[config.mk]
export PLATFORM = sky130hd
export DESIGN_NAME = joint_drive_safety_mode_fsm_top_flat
export DESIGN_NICKNAME = d
export VERILOG_FILES = /design/src/design/jdsm_pkg.sv /design/src/design/jdsm_ifs.sv /design/src/design/jdsm_step.sv /design/src/design/joint_drive_safety_mode_fsm_top.sv /design/src/flat_wrapper.sv
export VERILOG_INCLUDE_DIRS = /design/src /design/src/design
export SDC_FILE = /design/constraint.sdc
export NUM_CORES = 1
export LEC_CHECK = 0
export BUFFER_PORTS_ARGS = -buffer_cell sky130_fd_sc_hd__buf_4
export CORE_ASPECT_RATIO = 0.7
export CORE_MARGIN = 2
export CORE_UTILIZATION = 45
export DETAILED_ROUTE_END_ITERATION = 12
export SLEW_MARGIN = 20
export SYNTH_ARGS = -nofsm -noshare
export SYNTH_HDL_FRONTEND = slang
export SYNTH_SLANG_ARGS = --single-unit
export TNS_END_PERCENT = 5
[constraint.sdc]
create_clock -name clk -period 14.45 [get_ports clk]
set_input_delay 0.7225 -clock clk [delete_from_list [all_inputs] [get_ports clk]]
set_output_delay 0.7225 -clock clk [all_outputs]
set_load 0.02 [all_outputs]
[src/design/joint_drive_safety_mode_fsm_top_macros.svh]
// Assertion macros shared by the safety mode block. All of them sample on clk.
`ifndef JOINT_DRIVE_SAFETY_MODE_FSM_TOP_MACROS_SVH
`define JOINT_DRIVE_SAFETY_MODE_FSM_TOP_MACROS_SVH

`ifndef ASSERT_OFF

// Checked on every rising edge, but not while rst_n is low.
`define JDSM_ASSERT(lbl, prop, msg) \
    lbl: assert property (@(posedge clk) disable iff (!rst_n) prop) else $error(msg);

// Checked on every rising edge, including the edges during reset.
`define JDSM_ASSERT_ALWAYS(lbl, prop, msg) \
    lbl: assert property (@(posedge clk) prop) else $error(msg);

`else

`define JDSM_ASSERT(lbl, prop, msg)
`define JDSM_ASSERT_ALWAYS(lbl, prop, msg)

`endif

`endif

[src/design/jdsm_pkg.sv]
package jdsm_pkg;

    localparam int TIME_W = 32;
    localparam int CFG_W  = 32;
    localparam int CMP_W  = (TIME_W > CFG_W) ? TIME_W : CFG_W;
    localparam int CFG_IDX_W = 2;

    localparam logic [CFG_IDX_W-1:0] CFG_FEEDBACK_TIMEOUT  = 2'd0;
    localparam logic [CFG_IDX_W-1:0] CFG_STARTUP_RAMP_TIME = 2'd1;
    localparam logic [CFG_IDX_W-1:0] CFG_IMU_OPTIONAL      = 2'd2;

    typedef enum logic [2:0] {
        MODE_WAIT    = 3'd0,
        MODE_READY   = 3'd1,
        MODE_LOWGAIN = 3'd2,
        MODE_ENTER   = 3'd3,
        MODE_ACT_POS = 3'd4,
        MODE_ACT_POL = 3'd5,
        MODE_FAULT   = 3'd6
    } mode_t;

    typedef enum logic [1:0] {
        FAULT_NONE      = 2'd0,
        FAULT_TIMEOUT   = 2'd1,
        FAULT_DEVIATION = 2'd2
    } fault_t;

    typedef logic [TIME_W-1:0] time_t;

    typedef struct packed {
        logic [31:0] time_now;
        logic        all_feedback;
        logic        imu_valid;
        logic        rl_request;
        logic        position_request;
        logic        low_gain_request;
        logic        active_request;
        logic        joints_near_default;
    } item_t;

    typedef struct packed {
        logic [CFG_W-1:0] feedback_timeout;
        logic [CFG_W-1:0] startup_ramp_time;
        logic             imu_optional;
    } cfg_t;

    typedef struct packed {
        mode_t mode;
        time_t wait_start;
        time_t ramp_start;
    } state_t;

    typedef struct packed {
        mode_t  mode_out;
        fault_t fault_code;
        logic   position_control_out;
        logic   fallback_clear;
    } result_t;

endpackage

[src/design/jdsm_ifs.sv]
interface jdsm_in_if;
    logic        valid;
    logic        ready;
    logic [31:0] time_now;
    logic        all_feedback;
    logic        imu_valid;
    logic        rl_request;
    logic        position_request;
    logic        low_gain_request;
    logic        active_request;
    logic        joints_near_default;

    modport source (
        output valid, time_now, all_feedback, imu_valid, rl_request,
               position_request, low_gain_request, active_request, joints_near_default,
        input  ready
    );
    modport sink (
        input  valid, time_now, all_feedback, imu_valid, rl_request,
               position_request, low_gain_request, active_request, joints_near_default,
        output ready
    );
endinterface

interface jdsm_out_if;
    logic       valid;
    logic       ready;
    logic [2:0] mode_out;
    logic [1:0] fault_code;
    logic       position_control_out;
    logic       fallback_clear;

    modport source (
        output valid, mode_out, fault_code, position_control_out, fallback_clear,
        input  ready
    );
    modport sink (
        input  valid, mode_out, fault_code, position_control_out, fallback_clear,
        output ready
    );
endinterface

interface jdsm_cfg_if;
    logic        valid;
    logic        ready;
    logic [1:0]  index;
    logic [31:0] data;

    modport source (output valid, index, data, input ready);
    modport sink (input valid, index, data, output ready);
endinterface

[src/design/jdsm_step.sv]
module jdsm_step (
    input  jdsm_pkg::state_t  state,
    input  jdsm_pkg::item_t   item,
    input  jdsm_pkg::cfg_t    cfg,
    output jdsm_pkg::state_t  state_next,
    output jdsm_pkg::result_t result
);

    always_comb
    begin
        jdsm_pkg::mode_t  m;
        jdsm_pkg::time_t  t;
        jdsm_pkg::time_t  ws;
        jdsm_pkg::time_t  rs;
        jdsm_pkg::time_t  wait_diff;
        jdsm_pkg::time_t  ramp_diff;
        jdsm_pkg::fault_t fault;
        logic             fclear;
        logic             done;
        logic             act;
        logic             rl;
        logic             lowg;

        m         = state.mode;
        ws        = state.wait_start;
        rs        = state.ramp_start;
        t         = jdsm_pkg::TIME_W'(item.time_now);
        fault     = jdsm_pkg::FAULT_NONE;
        fclear    = 1'b0;
        done      = 1'b0;
        act       = item.active_request;
        rl        = item.rl_request;
        lowg      = item.low_gain_request;
        wait_diff = t - ws;

        // Wait for feedback; a wait start of zero means the wait has not begun.
        if (m == jdsm_pkg::MODE_WAIT)
        begin
            if (item.all_feedback)
            begin
                m  = jdsm_pkg::MODE_READY;
                ws = '0;
            end
            else if (cfg.feedback_timeout != '0)
            begin
                if (ws == '0)
                begin
                    ws = t;
                end
                else if (jdsm_pkg::CMP_W'(wait_diff) > jdsm_pkg::CMP_W'(cfg.feedback_timeout))
                begin
                    fault = jdsm_pkg::FAULT_TIMEOUT;
                    m     = jdsm_pkg::MODE_FAULT;
                    done  = 1'b1;
                end
            end
        end

        if (!done)
        begin
            if (m == jdsm_pkg::MODE_READY && lowg)
            begin
                m = jdsm_pkg::MODE_LOWGAIN;
            end
            if (m == jdsm_pkg::MODE_LOWGAIN && !lowg)
            begin
                m = jdsm_pkg::MODE_READY;
            end

            if (m == jdsm_pkg::MODE_READY && act && (item.imu_valid || cfg.imu_optional))
            begin
                if (rl)
                begin
                    m = jdsm_pkg::MODE_ACT_POL;
                end
                else
                begin
                    m  = jdsm_pkg::MODE_ENTER;
                    rs = t;
                end
            end

            // The ramp start may have been set just above, so the difference follows it.
            ramp_diff = t - rs;
            if (m == jdsm_pkg::MODE_ENTER)
            begin
                if (!act)
                begin
                    m = jdsm_pkg::MODE_READY;
                end
                else if (rl)
                begin
                    m = jdsm_pkg::MODE_ACT_POL;
                end
                else if (!item.joints_near_default)
                begin
                    fault = jdsm_pkg::FAULT_DEVIATION;
                    m     = jdsm_pkg::MODE_FAULT;
                end
                else if (jdsm_pkg::CMP_W'(ramp_diff)
                         >= jdsm_pkg::CMP_W'(cfg.startup_ramp_time))
                begin
                    m = jdsm_pkg::MODE_ACT_POS;
                end
            end

            if ((m == jdsm_pkg::MODE_ACT_POS || m == jdsm_pkg::MODE_ACT_POL) && !act)
            begin
                m      = jdsm_pkg::MODE_READY;
                fclear = 1'b1;
            end
            if (m == jdsm_pkg::MODE_ACT_POS && rl)
            begin
                m      = jdsm_pkg::MODE_ACT_POL;
                fclear = 1'b1;
            end
            if (m == jdsm_pkg::MODE_ACT_POL && !rl && act)
            begin
                m      = jdsm_pkg::MODE_ACT_POS;
                fclear = 1'b1;
            end
        end
        else
        begin
            ramp_diff = '0;
        end

        state_next.mode       = m;
        state_next.wait_start = ws;
        state_next.ramp_start = rs;

        result.mode_out             = m;
        result.fault_code           = fault;
        result.position_control_out = item.position_request && !rl;
        result.fallback_clear       = fclear;
    end

endmodule

[src/design/joint_drive_safety_mode_fsm_top.sv]
// Joint drive safety mode machine.
// Each word on in_ch is one control tick: a time stamp, the feedback and IMU
// flags, the operator requests and the joints-near-default flag. For each
// tick exactly one word leaves on out_ch with the drive mode, the fault code,
// the position request after policy priority and the fallback-clear pulse.
// Registers are written through cfg (0 feedback timeout, 1 ramp time,
// 2 allow missing IMU); cfg is always ready and must only be written while
// the block is idle. Writes to index 3 are dropped.
// A tick is captured in an input register and its transition is evaluated
// from there into the output register, whose result word is valid on out_ch.
// The whole transition is one pass of logic on the mode register, so one
// tick per cycle is sustained while out_ch keeps taking the results.
// When out_ch stalls the result holds and the input register still takes one
// more tick; after that in_ch.ready drops until out_ch drains.
// Reset puts the mode in wait-for-feedback, clears both start times and
// the configuration registers, and empties the pipeline.
`include "joint_drive_safety_mode_fsm_top_macros.svh"

module joint_drive_safety_mode_fsm_top (
    input  logic         clk,
    input  logic         rst_n,
    jdsm_in_if.sink      in_ch,
    jdsm_out_if.source   out_ch,
    jdsm_cfg_if.sink     cfg
);

    jdsm_pkg::cfg_t    cfg_reg;
    jdsm_pkg::state_t  state_reg;
    jdsm_pkg::state_t  state_next;
    jdsm_pkg::item_t   s1_item_reg;
    jdsm_pkg::item_t   in_item;
    jdsm_pkg::result_t out_res_reg;
    jdsm_pkg::result_t step_res;
    logic              s1_valid_reg;
    logic              s1_valid_next;
    logic              out_valid_reg;
    logic              out_valid_next;
    logic              advance;
    logic              in_take;

    assign in_item.time_now            = in_ch.time_now;
    assign in_item.all_feedback        = in_ch.all_feedback;
    assign in_item.imu_valid           = in_ch.imu_valid;
    assign in_item.rl_request          = in_ch.rl_request;
    assign in_item.position_request    = in_ch.position_request;
    assign in_item.low_gain_request    = in_ch.low_gain_request;
    assign in_item.active_request      = in_ch.active_request;
    assign in_item.joints_near_default = in_ch.joints_near_default;

    assign advance        = s1_valid_reg && (!out_valid_reg || out_ch.ready);
    assign in_ch.ready    = !s1_valid_reg || advance;
    assign in_take        = in_ch.valid && in_ch.ready;
    assign s1_valid_next  = in_take || (s1_valid_reg && !advance);
    assign out_valid_next = advance || (out_valid_reg && !out_ch.ready);

    assign cfg.ready = 1'b1;

    jdsm_step u_step (
        .state      (state_reg),
        .item       (s1_item_reg),
        .cfg        (cfg_reg),
        .state_next (state_next),
        .result     (step_res)
    );

    always_ff @(posedge clk or negedge rst_n)
    begin
        if (!rst_n)
        begin
            s1_valid_reg     <= 1'b0;
            out_valid_reg    <= 1'b0;
            state_reg.mode   <= jdsm_pkg::MODE_WAIT;
            state_reg.wait_start <= '0;
            state_reg.ramp_start <= '0;
            cfg_reg          <= '0;
        end
        else
        begin
            s1_valid_reg  <= s1_valid_next;
            out_valid_reg <= out_valid_next;
            if (advance)
            begin
                state_reg <= state_next;
            end
            if (cfg.valid && cfg.ready)
            begin
                case (cfg.index)
                    jdsm_pkg::CFG_FEEDBACK_TIMEOUT:  cfg_reg.feedback_timeout  <= cfg.data;
                    jdsm_pkg::CFG_STARTUP_RAMP_TIME: cfg_reg.startup_ramp_time <= cfg.data;
                    jdsm_pkg::CFG_IMU_OPTIONAL:      cfg_reg.imu_optional      <= cfg.data[0];
                    default: ;
                endcase
            end
        end
    end

    always_ff @(posedge clk)
    begin
        if (in_take)
        begin
            s1_item_reg <= in_item;
        end
        if (advance)
        begin
            out_res_reg <= step_res;
        end
    end

    assign out_ch.valid                = out_valid_reg;
    assign out_ch.mode_out             = out_res_reg.mode_out;
    assign out_ch.fault_code           = out_res_reg.fault_code;
    assign out_ch.position_control_out = out_res_reg.position_control_out;
    assign out_ch.fallback_clear       = out_res_reg.fallback_clear;

    `JDSM_ASSERT(a_fault_absorbing, state_reg.mode == jdsm_pkg::MODE_FAULT |=> state_reg.mode == jdsm_pkg::MODE_FAULT, "damping fault mode was left")
    `JDSM_ASSERT(a_fault_code_mode, out_valid_reg && out_res_reg.fault_code != jdsm_pkg::FAULT_NONE |-> out_res_reg.mode_out == jdsm_pkg::MODE_FAULT, "fault code reported outside fault mode")
    `JDSM_ASSERT(a_wait_start_mode, state_reg.wait_start != '0 |-> state_reg.mode == jdsm_pkg::MODE_WAIT || state_reg.mode == jdsm_pkg::MODE_FAULT, "wait start kept after leaving the wait")
    `JDSM_ASSERT(a_fclear_mode, out_valid_reg && out_res_reg.fallback_clear |-> out_res_reg.mode_out == jdsm_pkg::MODE_READY || out_res_reg.mode_out == jdsm_pkg::MODE_ACT_POS || out_res_reg.mode_out == jdsm_pkg::MODE_ACT_POL, "fallback clear with wrong mode")
    `JDSM_ASSERT(a_state_holds, !advance |=> $stable(state_reg), "mode state changed without a tick")
    `JDSM_ASSERT_ALWAYS(a_reset_empty, !rst_n |-> !s1_valid_reg && !out_valid_reg, "pipeline not empty in reset")

endmodule
[src/flat_wrapper.sv]
// flat-port wrapper written by rule: the top's interface ports become plain ports
module joint_drive_safety_mode_fsm_top_flat 
  (clk, rst_n, in_ch_valid, in_ch_time_now, in_ch_all_feedback, in_ch_imu_valid, in_ch_rl_request, in_ch_position_request, in_ch_low_gain_request, in_ch_active_request, in_ch_joints_near_default, in_ch_ready, out_ch_valid, out_ch_mode_out, out_ch_fault_code, out_ch_position_control_out, out_ch_fallback_clear, out_ch_ready, cfg_valid, cfg_index, cfg_data, cfg_ready);
  jdsm_in_if in_ch_i ();
  jdsm_out_if out_ch_i ();
  jdsm_cfg_if cfg_i ();
  input  logic clk;
  input  logic rst_n;
  input wire logic [$bits(in_ch_i.valid)-1:0] in_ch_valid;
  input wire logic [$bits(in_ch_i.time_now)-1:0] in_ch_time_now;
  input wire logic [$bits(in_ch_i.all_feedback)-1:0] in_ch_all_feedback;
  input wire logic [$bits(in_ch_i.imu_valid)-1:0] in_ch_imu_valid;
  input wire logic [$bits(in_ch_i.rl_request)-1:0] in_ch_rl_request;
  input wire logic [$bits(in_ch_i.position_request)-1:0] in_ch_position_request;
  input wire logic [$bits(in_ch_i.low_gain_request)-1:0] in_ch_low_gain_request;
  input wire logic [$bits(in_ch_i.active_request)-1:0] in_ch_active_request;
  input wire logic [$bits(in_ch_i.joints_near_default)-1:0] in_ch_joints_near_default;
  output wire logic [$bits(in_ch_i.ready)-1:0] in_ch_ready;
  output wire logic [$bits(out_ch_i.valid)-1:0] out_ch_valid;
  output wire logic [$bits(out_ch_i.mode_out)-1:0] out_ch_mode_out;
  output wire logic [$bits(out_ch_i.fault_code)-1:0] out_ch_fault_code;
  output wire logic [$bits(out_ch_i.position_control_out)-1:0] out_ch_position_control_out;
  output wire logic [$bits(out_ch_i.fallback_clear)-1:0] out_ch_fallback_clear;
  input wire logic [$bits(out_ch_i.ready)-1:0] out_ch_ready;
  input wire logic [$bits(cfg_i.valid)-1:0] cfg_valid;
  input wire logic [$bits(cfg_i.index)-1:0] cfg_index;
  input wire logic [$bits(cfg_i.data)-1:0] cfg_data;
  output wire logic [$bits(cfg_i.ready)-1:0] cfg_ready;
  assign in_ch_i.valid = in_ch_valid;
  assign in_ch_i.time_now = in_ch_time_now;
  assign in_ch_i.all_feedback = in_ch_all_feedback;
  assign in_ch_i.imu_valid = in_ch_imu_valid;
  assign in_ch_i.rl_request = in_ch_rl_request;
  assign in_ch_i.position_request = in_ch_position_request;
  assign in_ch_i.low_gain_request = in_ch_low_gain_request;
  assign in_ch_i.active_request = in_ch_active_request;
  assign in_ch_i.joints_near_default = in_ch_joints_near_default;
  assign in_ch_ready = in_ch_i.ready;
  assign out_ch_valid = out_ch_i.valid;
  assign out_ch_mode_out = out_ch_i.mode_out;
  assign out_ch_fault_code = out_ch_i.fault_code;
  assign out_ch_position_control_out = out_ch_i.position_control_out;
  assign out_ch_fallback_clear = out_ch_i.fallback_clear;
  assign out_ch_i.ready = out_ch_ready;
  assign cfg_i.valid = cfg_valid;
  assign cfg_i.index = cfg_index;
  assign cfg_i.data = cfg_data;
  assign cfg_ready = cfg_i.ready;
  joint_drive_safety_mode_fsm_top u_core (.clk(clk), .rst_n(rst_n), .in_ch(in_ch_i), .out_ch(out_ch_i), .cfg(cfg_i));
endmodule
# Word-level counts from Yosys, hierarchy flattened
# Index checks and enable logic that the tools add are counted.
dict set report totals {
  mem_bits_rw 0
  latchBits 0
  memories 0
  ff_bits 180
  mem_bits_ro 0
  in_bits 78
  wordCells 120
  out_inout_bits 10
}
dict set report classes {
  multipliers 0
  n_div 0
  order_cmp 2
  mux 48
  reduce_logical 37
  shifts 0
  eq_ne 10
  bitwise_logic 1
  add_sub_neg 2
}
# operator count
set ops {}
lappend ops {{two-way mux 32 bit} 6}
lappend ops {{two-way mux 3 bit} 24}
lappend ops {{subtractor 32 bit} 2}
lappend ops {{greater-or-equal comparator 32 bit} 1}
lappend ops {{> comparator 32 bit} 1}
lappend ops {{zero test 32 bit} 1}
lappend ops {{nonzero test 32 bit} 1}
lappend ops {{logical AND 1 bit} 13}
lappend ops {{two-way mux 1 bit} 13}
lappend ops {{equality test 3 bit (second input constant)} 4}
lappend ops {{two-way mux 2 bit} 5}
lappend ops {{AND reduction 2 bit} 4}
lappend ops {{zero test 1 bit} 7}
lappend ops {{equality test 3 x 1 -> 1 bit (second input constant)} 2}
lappend ops {{equality test 3 x 2 -> 1 bit (second input constant)} 2}
lappend ops {{logical OR 1 bit} 6}
lappend ops {{AND reduction 4 bit} 1}
lappend ops {{nonzero test 2 bit} 2}
lappend ops {{zero test 3 bit} 1}
lappend ops {{equality test 2 x 1 -> 1 bit (second input constant)} 1}
lappend ops {{equality test 2 bit (second input constant)} 1}
lappend ops {{zero test 2 bit} 1}
lappend ops {{inverter 1 bit} 1}

# Logic depth before layout (Yosys ltp)
dict set report depth {
  ltp_word 42
  mapped_depth 29
}

# Modules after synthesis
# Synthesis repeated with hierarchy kept, for this count alone.
dict set report unflattened {
  cells_unflattened 1269
  area_unflattened_um2 12319.3
}
# module area_each_um2 n_inst cells_each
set modules_own_cells {}
lappend modules_own_cells {joint_drive_safety_mode_fsm_top 6429.9 1 337}
lappend modules_own_cells {jdsm_step 5889.4 1 932}

# Least setup slack after synthesis
# Ideal clock, no wire load.
dict set report synth_timing {
  path_type {register to register}
  startpoint {register u_core.state_reg[66] (netlist bit)}
  endpoint {register u_core.out_res_reg (netlist bit u_core.out_ch.fallback_clear) (data pin)}
  period_less_slack_ns 5.993
  path_slack_ns 8.457
  required_time_ns 14.193
  arrival_time_ns 5.736
  path_stages_with_launch 29
  setup_time_ns 0.257
  cell_sequence {dfrtp_1 or3b_1 buf_2 nor2_1 nand2_1 buf_1 o21ai_0 ha_1 inv_1 fa_1 a211oi_1 nor2_1 o31a_1 o41a_1 a2111o_1 a21oi_2 nor2_1 a21oi_2 xnor2_1 ha_1 a21o_1 a21o_1 a211oi_1 o21bai_1 a21o_1 a21oi_1 a311oi_1 a22o_1 o2111a_1}
}
dict set report synth_via {
  elab_chain_len 39
  word_cells_on_any_way 47
}
# element line_no
set synth_rtl {}
lappend synth_rtl {{start: declaration} joint_drive_safety_mode_fsm_top.sv:28} ;# jdsm_pkg::state_t state_reg;
lappend synth_rtl {{start signal: assignment} joint_drive_safety_mode_fsm_top.sv:83} ;# state_reg <= state_next;
lappend synth_rtl {{two-way mux 3 bit} jdsm_step.sv:50} ;# else if (jdsm_pkg::CMP_W'(wait_diff) > jdsm_pkg::CMP_W'(cfg.feedback_timeout))
lappend synth_rtl {{two-way mux 3 bit} jdsm_step.sv:46} ;# if (ws == '0)
lappend synth_rtl {{two-way mux 3 bit} jdsm_step.sv:44} ;# else if (cfg.feedback_timeout != '0)
lappend synth_rtl {{two-way mux 3 bit} jdsm_step.sv:39} ;# if (item.all_feedback)
lappend synth_rtl {{two-way mux 3 bit} jdsm_step.sv:37} ;# if (m == jdsm_pkg::MODE_WAIT)
lappend synth_rtl {{equality test 3 x 1 -> 1 bit} jdsm_step.sv:61} ;# if (m == jdsm_pkg::MODE_READY && lowg)
lappend synth_rtl {{logical AND 1 bit} jdsm_step.sv:61}
lappend synth_rtl {{two-way mux 3 bit} jdsm_step.sv:61}
lappend synth_rtl {{[... 22 more ...]} -}
lappend synth_rtl {{two-way mux 3 bit} jdsm_step.sv:59} ;# if (!done)
lappend synth_rtl {{equality test 3 bit} jdsm_step.sv:112} ;# if (m == jdsm_pkg::MODE_ACT_POS && rl)
lappend synth_rtl {{logical AND 1 bit} jdsm_step.sv:112}
lappend synth_rtl {{two-way mux 3 bit} jdsm_step.sv:112}
lappend synth_rtl {{two-way mux 3 bit} jdsm_step.sv:59}
lappend synth_rtl {{equality test 3 bit} jdsm_step.sv:117} ;# if (m == jdsm_pkg::MODE_ACT_POL && !rl && act)
lappend synth_rtl {{logical AND 1 bit (2 in a row)} jdsm_step.sv:117}
lappend synth_rtl {{two-way mux 1 bit} jdsm_step.sv:117}
lappend synth_rtl {{end signal: assignment} joint_drive_safety_mode_fsm_top.sv:105} ;# out_res_reg <= step_res;
lappend synth_rtl {{end: declaration} joint_drive_safety_mode_fsm_top.sv:32} ;# jdsm_pkg::result_t out_res_reg;
# Parallel ways exist; a longest one is shown, timed or not. The select of a mux whose other input is x is not followed.
# A chain may end at the register's enable or synchronous reset.

# Worst setup path after layout
# Same ends and word-level chain as after synthesis.

==> metrics.yaml <==
setup_path:
  cpLargestDelayFamily: "compound AO/OA/AOI/OAI gates"
  crit_arrival_ns: 7.09
  reg2reg_start: "u_core.state_reg[66]$_DFFE_PN0P_"
  worst-path-buf-inv: 1
  timing.critical_path.from_type: "flip-flop"
  reg2reg_depth: 26
  critical_path.endpoint_type: "flip-flop"
  r2r_setup_slack_ns: 7.55
  critical_path_peak_fanout: 14
  peak_per_stage_delay_on_the_critical_path_ns: 0.50
  timing.critical_path.slowest_stage_cell: "sky130_fd_sc_hd__or3b_1"
  timing_worst_setup_path_type: "flip-flop to flip-flop"
  worst_r2r_endpoint: "u_core.out_ch.fallback_clear$_SDFFCE_PP0P_"
  required_worst_endpoint_ns: 14.65
power_and_ir_drop:
  seq_power_share: 0.261
  power.share.switching: 0.429
  power.switching_mw: 1.21
  p_int_mw: 1.61
  comb_power_share: 0.571
  clockPowerShare: 0.167
  fin_total_pwr_mw: 2.83
  peakVddDrop_uv: 99.8
  powerDensity_nw_per_um2: 207
  leakage_nw: 6.14
synth:
  synth_seq_area_share: 0.394
  synth.distinct_cells: 73
  synth.cell_area_um2: 12000
  edff_count_synth: 46
  number_of_cells_produced_by_synthesis: 1211
  post_synth.cell_area_avg_um2: 9.94
  ys_ff_latch: 180
  ys_warn_count: 0
  postSynth.topFlopCell: "sky130_fd_sc_hd__dfrtp_1"
  async_set_or_reset_register_ratio_after_synthesis: 0.744
  syn-num-nets: 1417
timing:
  worst_slew_margin_rel: 0.371
  period_minus_slack_ns: 6.90
  worst_pin_slew_ns: 0.943
  setup_violations: 0
  timing.final.crit_share: 0.477
  final-hold-violation-count: 0
  finalHoldWorstSlack_ns: 0.239
  achievable-frequency_mhz: 145
  setup_tns_ns: 0
  fin_worst_skew_ns: 0.0128
  rsz0062_at_grt: "no"
  timing_max_transition_violations_final: 0
routing:
  vias_per_cell: 5.61
  post_drt_wl_per_cell_um: 19.1
  postRouteAntennaNets: 0
  dr_total_vias: 9363
  drc: 0
  drt_pre_antenna_iters: 6
  drt_wl_total_um: 31900
  drt_iter0_markers: 745
cells_and_area:
  layout_common_cells: "sky130_fd_sc_hd__dfrtp_1, sky130_fd_sc_hd__ha_1, sky130_fd_sc_hd__inv_1"
  layout_commonest_cell: "sky130_fd_sc_hd__dfrtp_1"
  signed_area_change_from_the_synthesized_netlist_to_the_final_layout_pct: 13.6
  num-nets-final: 1498
  finished_layout_cells: 1669
  post_route_cells_drive_above_1_share: 0.169
  largest_register_ffs: 67
  num_antenna_cells: 0
  stdcell_area_um2: 13700
cts:
  cts_resized: 0
  tritoncts.num_buffers: 17
  h_tree_depth_reported_by_cts: 4
  clk_root_buffer_cell: "sky130_fd_sc_hd__clkbuf_16"
  clkTransAtPathRegs_ns: 0.07
  cts_tree: "done"
  cts.sinks: 180
  hold_buffers: 0
  clock_insertion_delay_at_the_later_pin_of_the_skew_report_ns: 0.45
  cts-root-to-sink-buffers: 2
  cts_setup_buffers: 0
min_path:
  worst_hold_path_type: "input port to async pin"
grt:
  grt-ovfl-total: 0
  global_route_wire_length_before_repair_um: 50100
  grt_pass1_vias: 8788
  globalRouteTotalUtil: 0.236
  grt_start_max_net_pins: 72
  antenna_violations_before_repair: 0
floorplanning:
  i_o_pins: 88
  initial_core_util: 0.454
  num_rows: 50
  placeableCoreArea_um2: 26500
  die_area_um2: 28100
  die_height_um: 141
  chipWidth_um: 199
place:
  gpl.final_weighted_congestion: 0.914
  placed_area_um2: 13100
  port-buffer-count: 86
  place_hpwl_um: 24400
  placed_cells_incl_taps: 1637
run_status:
  outcome: "complete, no violations"
flow_run:
  drv.max_cap_violation_count: 0
## synthesized netlist by cell type, types with 3 or more instances
cell                       number  area share
sky130_fd_sc_hd__o211a_1        4      0.0033
sky130_fd_sc_hd__or3_1          8      0.0042
sky130_fd_sc_hd__o21bai_1       4      0.0025
sky130_fd_sc_hd__a21oi_2        4      0.0029
sky130_fd_sc_hd__o211ai_1       5      0.0031
sky130_fd_sc_hd__ha_1         126        0.13
sky130_fd_sc_hd__nor3_1        14      0.0058
sky130_fd_sc_hd__mux2i_1       30       0.025
sky130_fd_sc_hd__or2_2          7      0.0036
sky130_fd_sc_hd__and4_1         5      0.0036
sky130_fd_sc_hd__and3_1        10      0.0052
sky130_fd_sc_hd__a221oi_1       3      0.0022
sky130_fd_sc_hd__xor2_1        12      0.0087
sky130_fd_sc_hd__o21ai_1        3      0.0012
sky130_fd_sc_hd__nand3b_1      35       0.022
sky130_fd_sc_hd__a21o_1        53       0.033
sky130_fd_sc_hd__nand2_1       67       0.021
sky130_fd_sc_hd__nor2b_1       11      0.0057
sky130_fd_sc_hd__o21a_1        17       0.011
sky130_fd_sc_hd__nor4_1        18      0.0094
sky130_fd_sc_hd__dfrtp_1      134        0.28
sky130_fd_sc_hd__o31a_1         5      0.0036
sky130_fd_sc_hd__nand4_1       17      0.0088
sky130_fd_sc_hd__xnor2_1       39       0.028
sky130_fd_sc_hd__nand3_1       12      0.0050
sky130_fd_sc_hd__clkbuf_1      28      0.0087
sky130_fd_sc_hd__o31ai_1        7      0.0044
sky130_fd_sc_hd__nor2_1        66       0.021
sky130_fd_sc_hd__and2_1         6      0.0031
sky130_fd_sc_hd__a211oi_1      16       0.010
sky130_fd_sc_hd__a21oi_1       58       0.024
sky130_fd_sc_hd__mux2_2        69       0.065
sky130_fd_sc_hd__edfxtp_1      46        0.11
sky130_fd_sc_hd__inv_1        112       0.035
sky130_fd_sc_hd__o21ai_0       97       0.040
sky130_fd_sc_hd__nand2b_1      14      0.0073
sky130_fd_sc_hd__a31oi_1        6      0.0031
## cell type report
| cell class | instances | area (um2) |
|---|---|---|
| Clock buffer | 21 | 450 |
| Clock inverter | 11 | 124 |
| Fill cell | 2457 | 12900 |
| Inverter | 112 | 420 |
| Multi-Input combinational cell | 887 | 6770 |
| Sequential cell | 180 | 4730 |
| Tap cell | 364 | 455 |
| Timing Repair Buffer | 94 | 709 |
## power groups by stage
stage               registers, mW  clock network (mW)  logic, mW
global route                0.754               0.503       1.80
floorplan                   0.723                   0       1.17
finish                      0.739               0.472       1.61
detailed placement          0.745                   0       1.58
global placement            0.744                   0       1.55
CTS                         0.736               0.481       1.60
## stage by stage
| stage | utilization | setup WS [ns] |
|---|---|---|
| global route | 0.515 | 7.06 |
| finish | 0.515 | 7.55 |
| global placement | 0.493 | 7.83 |
| detailed placement | 0.493 | 7.66 |
| CTS | 0.515 | 7.63 |
| floorplan | - | 8.46 |
## worst max path at each step
stage / from / endpoint / slack, ns / cells after the start
2_1_floorplan: u_core.state_reg[66]$_DFFE_PN0P_ / u_core.out_ch.fallback_clear$_SDFFCE_PP0P_ / 8.46 / 28
3_3_place_gp: u_core.state_reg[66]$_DFFE_PN0P_ / u_core.out_ch.fallback_clear$_SDFFCE_PP0P_ / 7.83 / 26
5_1_grt: u_core.state_reg[66]$_DFFE_PN0P_ / u_core.out_ch.fallback_clear$_SDFFCE_PP0P_ / 7.06 / 26
3_5_place_dp: u_core.state_reg[66]$_DFFE_PN0P_ / u_core.out_ch.fallback_clear$_SDFFCE_PP0P_ / 7.66 / 26
6_report: u_core.state_reg[66]$_DFFE_PN0P_ / u_core.out_ch.fallback_clear$_SDFFCE_PP0P_ / 7.55 / 26
4_1_cts: u_core.state_reg[66]$_DFFE_PN0P_ / u_core.out_ch.fallback_clear$_SDFFCE_PP0P_ / 7.63 / 26
## per-layer routing
metal,up-vias,routed length [um],global-route usage
met5,-,0,0
met4,0,291,0.0456
met3,17,2260,0.0548
met2,311,11600,0.294
met1,4478,17700,0.401
li1,4557,-,-
## cells by family (layout without fill, tap and decap cells)
logic type | after synthesis | in the layout | synth area share
other | 1 | 1 | 0.000312
XOR/XNOR | 51 | 51 | 0.0371
multiplexers | 99 | 99 | 0.0895
flip-flops | 180 | 180 | 0.394
AO/OA/AOI/OAI | 313 | 313 | 0.171
buffers and inverters | 144 | 238 | 0.0453
AND/OR/NAND/NOR | 295 | 295 | 0.128
adder cells (fa/ha/maj) | 128 | 128 | 0.134
Power figures use the tool's default switching activity.
